--- src/rtl/qenc_pkg.sv ---
// Shared types, constants and the transition table of the encoder block.
package qenc_pkg;

    localparam int COUNTS_PER_DETENT = 4;
    localparam int TIME_BITS         = 32;
    localparam int CNT_W             = 4;
    localparam int DEB_W             = 8;
    localparam int CFG_IDX_W         = 1;

    localparam logic [DEB_W-1:0] DEBOUNCE_RST = DEB_W'(40);

    localparam logic signed [CNT_W-1:0] CNT_MAX = CNT_W'(COUNTS_PER_DETENT);
    localparam logic signed [CNT_W-1:0] CNT_MIN = CNT_W'(-COUNTS_PER_DETENT);

    localparam logic signed [1:0] ROT_NONE = 2'sd0;
    localparam logic signed [1:0] ROT_CW   = 2'sd1;
    localparam logic signed [1:0] ROT_CCW  = -2'sd1;

    typedef enum logic [CFG_IDX_W-1:0] {
        CFG_DEBOUNCE_MS    = 1'b0,
        CFG_BUTTON_PRESENT = 1'b1
    } t_cfg_reg;

    typedef struct packed {
        logic                 phase_a;
        logic                 phase_b;
        logic                 button_level;
        logic [TIME_BITS-1:0] now_ms;
    } t_sample;

    typedef struct packed {
        logic [1:0]              last_phase;
        logic signed [CNT_W-1:0] sub_count;
        logic                    last_button;
        logic [TIME_BITS-1:0]    last_change;
    } t_state;

    typedef struct packed {
        logic [DEB_W-1:0] debounce_ms;
        logic             button_present;
    } t_cfg;

    typedef struct packed {
        logic signed [1:0] rotation;
        logic              clicked;
    } t_result;

    // Gray-code step for {old pair, new pair}; illegal double changes give 0.
    function automatic logic signed [1:0] step_lookup(input logic [3:0] idx);
        logic signed [1:0] step;
        case (idx)
            4'b0001, 4'b0111, 4'b1000, 4'b1110: step = ROT_CCW;
            4'b0010, 4'b0100, 4'b1011, 4'b1101: step = ROT_CW;
            default:                            step = ROT_NONE;
        endcase
        return step;
    endfunction

endpackage

--- src/rtl/quadrature_encoder_with_button_core.sv ---
// Quadrature rotary encoder decoder with a debounced push button.
//
// Every sample item (phase_a, phase_b, button_level, now_ms) produces exactly
// one result item (rotation, clicked). A change of the phase pair steps a
// sub-detent counter through a Gray-code table; at +/-4 counts one detent is
// reported (rotation 1 clockwise, -1 counter-clockwise) and the counter
// clears. Double phase changes are illegal and add nothing, but the new pair
// is still recorded. With button_present set, a button level change is taken
// only when more than debounce_ms has elapsed (wrapping difference) since the
// last taken change; a taken falling edge reports clicked. Throughput is one
// item per clock while the output is not stalled: a sample lands in an input
// register, one pass of table lookup, add and compare moves it into the
// output register, and the next sample is taken in the same cycle. o_stall
// rises only when both registers are full and the output is stalled. The
// user must write configuration (index 0 debounce_ms, index 1 button_present)
// only while the block is idle; the block does not enforce this. Reset loads
// 40 and 1.
module quadrature_encoder_with_button_core
    import qenc_pkg::*;
(
    input  logic                 i_clk,
    input  logic                 i_rst_n,
    // sample channel
    input  logic                 i_valid,
    output logic                 o_stall,
    input  logic                 i_phase_a,
    input  logic                 i_phase_b,
    input  logic                 i_button_level,
    input  logic [31:0]          i_now_ms,
    // result channel
    output logic                 o_valid,
    input  logic                 i_stall,
    output logic signed [1:0]    o_rotation,
    output logic                 o_clicked,
    // config write port
    input  logic                 i_cfg_we,
    input  logic [CFG_IDX_W-1:0] i_cfg_index,
    input  logic [DEB_W-1:0]     i_cfg_data
);

    logic    r_in_valid;
    t_sample r_in;
    t_state  r_state;
    t_cfg    r_cfg;
    logic    r_out_valid;
    t_result r_out;

    t_state  n_state;
    t_result n_out;

    logic    out_free;
    logic    advance;
    logic    in_take;

    // Output slot frees up when empty or when its item leaves this cycle.
    assign out_free = !r_out_valid || !i_stall;
    assign advance  = r_in_valid && out_free;
    assign o_stall  = r_in_valid && !out_free;
    assign in_take  = i_valid && !o_stall;

    qenc_step u_step (
        .i_sample (r_in),
        .i_state  (r_state),
        .i_cfg    (r_cfg),
        .o_state  (n_state),
        .o_result (n_out)
    );

    // input register
    always_ff @(posedge i_clk) begin
        if (!i_rst_n) begin
            r_in_valid <= 1'b0;
        end else if (in_take || advance) begin
            r_in_valid <= in_take;
        end
        if (in_take) begin
            r_in.phase_a      <= i_phase_a;
            r_in.phase_b      <= i_phase_b;
            r_in.button_level <= i_button_level;
            r_in.now_ms       <= i_now_ms[TIME_BITS-1:0];
        end
    end

    // decoder state, updated as each item passes to the output
    always_ff @(posedge i_clk) begin
        if (!i_rst_n) begin
            r_state.last_phase  <= 2'b00;
            r_state.sub_count   <= '0;
            r_state.last_button <= 1'b1;
            r_state.last_change <= '0;
        end else if (advance) begin
            r_state <= n_state;
        end
    end

    // configuration registers
    always_ff @(posedge i_clk) begin
        if (!i_rst_n) begin
            r_cfg.debounce_ms    <= DEBOUNCE_RST;
            r_cfg.button_present <= 1'b1;
        end else if (i_cfg_we) begin
            case (t_cfg_reg'(i_cfg_index))
                CFG_DEBOUNCE_MS:    r_cfg.debounce_ms    <= i_cfg_data;
                CFG_BUTTON_PRESENT: r_cfg.button_present <= i_cfg_data[0];
                default:            ;
            endcase
        end
    end

    // output register
    always_ff @(posedge i_clk) begin
        if (!i_rst_n) begin
            r_out_valid <= 1'b0;
        end else if (out_free) begin
            r_out_valid <= advance;
        end
        if (advance) begin
            r_out <= n_out;
        end
    end

    assign o_valid    = r_out_valid;
    assign o_rotation = r_out.rotation;
    assign o_clicked  = r_out.clicked;

endmodule

--- src/rtl/qenc_step.sv ---
// Next-state and result logic for one encoder sample.
module qenc_step
    import qenc_pkg::*;
(
    input  t_sample i_sample,
    input  t_state  i_state,
    input  t_cfg    i_cfg,
    output t_state  o_state,
    output t_result o_result
);

    logic [1:0]              cur_phase;
    logic signed [1:0]       step;
    logic signed [CNT_W-1:0] sum;
    logic [TIME_BITS-1:0]    elapsed;
    logic                    btn_take;

    assign cur_phase = {i_sample.phase_a, i_sample.phase_b};
    assign step      = step_lookup({i_state.last_phase, cur_phase});
    assign sum       = i_state.sub_count + CNT_W'(step);
    assign elapsed   = i_sample.now_ms - i_state.last_change;
    assign btn_take  = i_cfg.button_present
                    && (i_sample.button_level != i_state.last_button)
                    && (elapsed > TIME_BITS'(i_cfg.debounce_ms));

    always_comb begin
        o_state           = i_state;
        o_result.rotation = ROT_NONE;
        o_result.clicked  = 1'b0;

        if (cur_phase != i_state.last_phase) begin
            o_state.last_phase = cur_phase;
            if (sum >= CNT_MAX) begin
                o_result.rotation = ROT_CW;
                o_state.sub_count = '0;
            end else if (sum <= CNT_MIN) begin
                o_result.rotation = ROT_CCW;
                o_state.sub_count = '0;
            end else begin
                o_state.sub_count = sum;
            end
        end

        if (btn_take) begin
            o_state.last_button = i_sample.button_level;
            o_state.last_change = i_sample.now_ms;
            o_result.clicked    = !i_sample.button_level;
        end
    end

endmodule

--- config.mk ---
export PLATFORM = sky130hd
export DESIGN_NAME = quadrature_encoder_with_button_core
export DESIGN_NICKNAME = d
export VERILOG_FILES = /design/src/rtl/qenc_pkg.sv /design/src/rtl/quadrature_encoder_with_button_core.sv /design/src/rtl/qenc_step.sv
export SDC_FILE = /design/constraint.sdc
export NUM_CORES = 1
export LEC_CHECK = 0
export BUFFER_PORTS_ARGS = -buffer_cell sky130_fd_sc_hd__clkbuf_2
export CORE_ASPECT_RATIO = 1.75
export CORE_MARGIN = 2
export CORE_UTILIZATION = 60
export DETAILED_ROUTE_END_ITERATION = 10
export MAX_ROUTING_LAYER = met4
export PLACE_DENSITY = 0.83
export RECOVER_POWER = 25
export SKIP_CTS_REPAIR_TIMING = 1
export SYNTH_ARGS = -nofsm -noshare
export SYNTH_HDL_FRONTEND = slang
export SYNTH_SLANG_ARGS = --single-unit
--- constraint.sdc ---
create_clock -name i_clk -period 4.6 [get_ports i_clk]
set_input_delay 0.46 -clock i_clk [delete_from_list [all_inputs] [get_ports i_clk]]
set_output_delay 0.46 -clock i_clk [all_outputs]
set_load 0.05 [all_outputs]
==> impl_results.md <==
* HPWL after DPL at 10600 µm
* CTS Sinks at a little under 90
* Layout cell share with drive strength beyond 1 at 12.5%
* Crit. Startpoint: r_in[4]
* Area contributors post-synth: edfxtp_1, dfxtp_1, ha_1
* Crit path to: r_state[1]
* Min-Delay Startpoint: i_phase_a
* Gr usage total at 27.9%
* Max transition margin at a little over a quarter
* Tmin final at a little over 4 ns
* Crit Reg-Reg Endpoint: r_state[1]
* Multi-input logic area at between 3000 and 4000 µm²
* CP Cell Sequence: ha_1 -> a21oi_1 -> nand2_1 -> or2_2 -> nand2_1 -> nand2_1 -> a21oi_1 -> xnor2_1 -> ha_1 -> nand4_1 -> nand2b_1 -> a21oi_1 -> nor3_1 -> nand3_1 -> and4b_1 -> nand4_1 -> nor4_4 -> nor2_4 -> buf_12 -> mux2i_1
* Bufs and invs on worst path at 1
* Port buffer count at 53
* Worst Tran Pin Value at 1.11 ns
* CP max FO at 32
* CP delay by family, top: simple AND/OR/NAND/NOR gates
* Die width at slightly below 80 µm
* Register area at between 2000 and 2500 µm²
* WP data required at around 5 ns
* Reg2reg start: r_in[4]
* Layout Area Growth over Synthesis at 10.2%
* Fin crit share at 90.3%
* Post-Synthesis Net Count at about 740
* RSZ-0062 raised after global routing: false
* Bufs on Longest Clock Path at 2
* Vias at ~4800
* Startpoint types: flop
* Distinct cells, synth at 68
* P_leak at ~2.6 nW
* Sequential fraction of the synthesis area at 37.0%
* Largest net degree at the start of global routing at a little over 80
* Synth area leader: edfxtp_1
* Hold Crit Depth at 1
* Synth Warn # at 0
* Max-slew violation count at 0
* Synth top cells by count: nand2_1, dfxtp_1, inv_1
* Met2 Use GR at 50.6%
* CTS root buf: clkbuf_16
* Post-Route WL at about 14000 µm
* Global routing's busiest layer: met2
* CTS buffer count at 9
* Worst vdd rail ir drop at 241 µV
* Synth top area share at approximately a fifth
* Core ar. at around 9400 µm²
* Die area at ~10000 µm²
* Cell at the slowest stage of the critical path: edfxtp_1
* Gr ovfl total at 0
* Util after Layout at about two thirds
* Max Cap Viol at 0
* Antenna fix cells at 0
* Clk_skew at ~0.0090 ns
* Nets at between 700 and 800
* Setup crit end kind: flop
* GRT met1 Usage at between 20 and 30%
* Final worst setup slack at roughly 0.44 ns
* Initial core utilization at around 62%
* Clk slew on worst S/H paths at around 0.070 ns
* DRT Pass-1 Iters at 5
* GP Congestion at around 0.94
* Critical Path Max Stage Delay at about 0.4 ns
* Met3 Use GR at approximately 3.8%
* Count leader, synth: nand2_1
* Mapped cell area at between 5000 and 6000 µm²
* Post-route setup TNS at 0 ns
* R2r worst-path depth at 20
* Post-Synthesis Cells at 647
* Status: completed
* Die height at between 100 and 150 µm
* Vias in the first global route at around 5000
* Max H-tree Level at 3
* Worst-Skew Late Latency at 0.35 ns
* Vias per cell at between 5 and 6
* Levels on crit path at 20
* Pre-CTS WS at roughly 0.54 ns
* Synth Area per Inst at 8.96 µm²
* Routed WL per cell at 17.0 µm
* Hold Path Class: in -> reg
* CP Class: reg -> reg
* Ys flop type: dfxtp_1
* Post-synth EDFFs at 38
* Yosys reg bits at 88
* ANT nets after route at 0
* Final setup fails at 0
* # DRC at 0
* Fmax at ~240 MHz
* WP data arrival at 4.42 ns
* I/O pin cnt at 54
* # rows at 47
* Global-route wire length before repair at around 22000 µm
* CTS tree: done
* Final hold vios at 0
* Ys async rst share at 0%
* PwrDens at roughly 320 nW/µm²
* Initial antenna violation count at 0
* Slack of the worst reg-to-reg path at ~0.44 ns
* 1st-iter DRT viols at 290
* Fillers at ~770
routing by layer:
layer,routed length (µm),vias up
met4,754,0
li1,-,2382
met5,0,-
met3,441,49
met2,7390,140
met1,5150,2262
worst reg2reg max path: cells and delay by family (launching register included):
kind	cells	cell delay (ns)
DFF	1	0.40
xor gates and xnor gates	1	0.14
muxes	1	0.28
and+or+nand+nor	12	1.95
AOI/OAI and AO/OA	3	0.46
buffers and inverters	1	0.18
adders and majority gates	2	0.66
cells by family after synthesis:
family	count (synthesis)	synth area share, %
adders and majority gates	48	10.6
and+or+nand+nor	215	17.6
muxes	37	6.61
xor gates and xnor gates	27	4.08
AOI/OAI and AO/OA	152	18.3
DFF	88	37.0
buffers and inverters	80	5.81
report_power, final:
part,switching (mW),total (mW),internal (mW)
Combinational,0.285,0.474,0.189
Clock,0.318,0.690,0.372
Sequential,0.0241,0.882,0.858
Total,0.627,2.05,1.42
flip-flops by register name, indices dropped and copies added, names as in the netlist:
name / cells
o_valid: 1
r_in_valid: 1
r_state: 39
o_clicked: 1
r_in: 35
o_rotation: 2
r_cfg: 9
layout make-up:
cell class / count / area share, %
Inverter: 49 / 2.88
Tap cell: 122 / 2.39
Multi-Input combinational cell: 479 / 52.1
Timing Repair Buffer: 56 / 4.70
Sequential cell: 88 / 33.5
Clock inverter: 7 / 0.862
Clock buffer: 9 / 3.53
layout by cell type, fill, tap and decap left out, types with 4 or more instances in the layout:
| master | netlist | layout |
|---|---|---|
| o21bai_1 | 4 | 4 |
| nand3_1 | 12 | 12 |
| a21oi_1 | 34 | 34 |
| nand2_1 | 115 | 115 |
| xnor2_1 | 14 | 14 |
| xor2_1 | 13 | 13 |
| mux2i_1 | 36 | 36 |
| a21boi_0 | 13 | 13 |
| and4_1 | 4 | 4 |
| nor3_1 | 8 | 8 |
| o211ai_1 | 8 | 8 |
| nor2_1 | 26 | 26 |
| a31oi_1 | 11 | 11 |
| a21o_1 | 15 | 15 |
| o31ai_1 | 4 | 4 |
| dfxtp_1 | 50 | 50 |
| clkbuf_16 | 0 | 9 |
| o21ai_0 | 13 | 13 |
| ha_1 | 46 | 46 |
| edfxtp_1 | 38 | 38 |
| nand4_1 | 14 | 14 |
| o211a_1 | 4 | 4 |
| nor2b_1 | 6 | 5 |
| clkbuf_2 | 0 | 53 |
| a311oi_1 | 4 | 4 |
| inv_1 | 49 | 49 |
| and3_1 | 6 | 6 |
| o21a_1 | 11 | 11 |
worst min path at each step:
stage / to
after floorplan: r_state[10]
after global placement: r_state[30]
after detailed placement: r_state[19]
after CTS: r_in[34]
after global routing: r_in[5]
final: r_in[34]
per-stage QoR:
step / instance area, µm² / power (mW) / hold slack (ns) / cells
3_3_place_gp: 6110 / 1.35 / 0.441 / 794
4_1_cts: 6390 / 2.05 / 0.275 / 810
6_report: 6390 / 2.05 / 0.279 / 810
5_1_grt: 6390 / 2.14 / 0.278 / 810
3_5_place_dp: 6110 / 1.37 / 0.448 / 794
2_1_floorplan: 5800 / 1.24 / 0.435 / 647
Power figures use the tool's default switching activity.
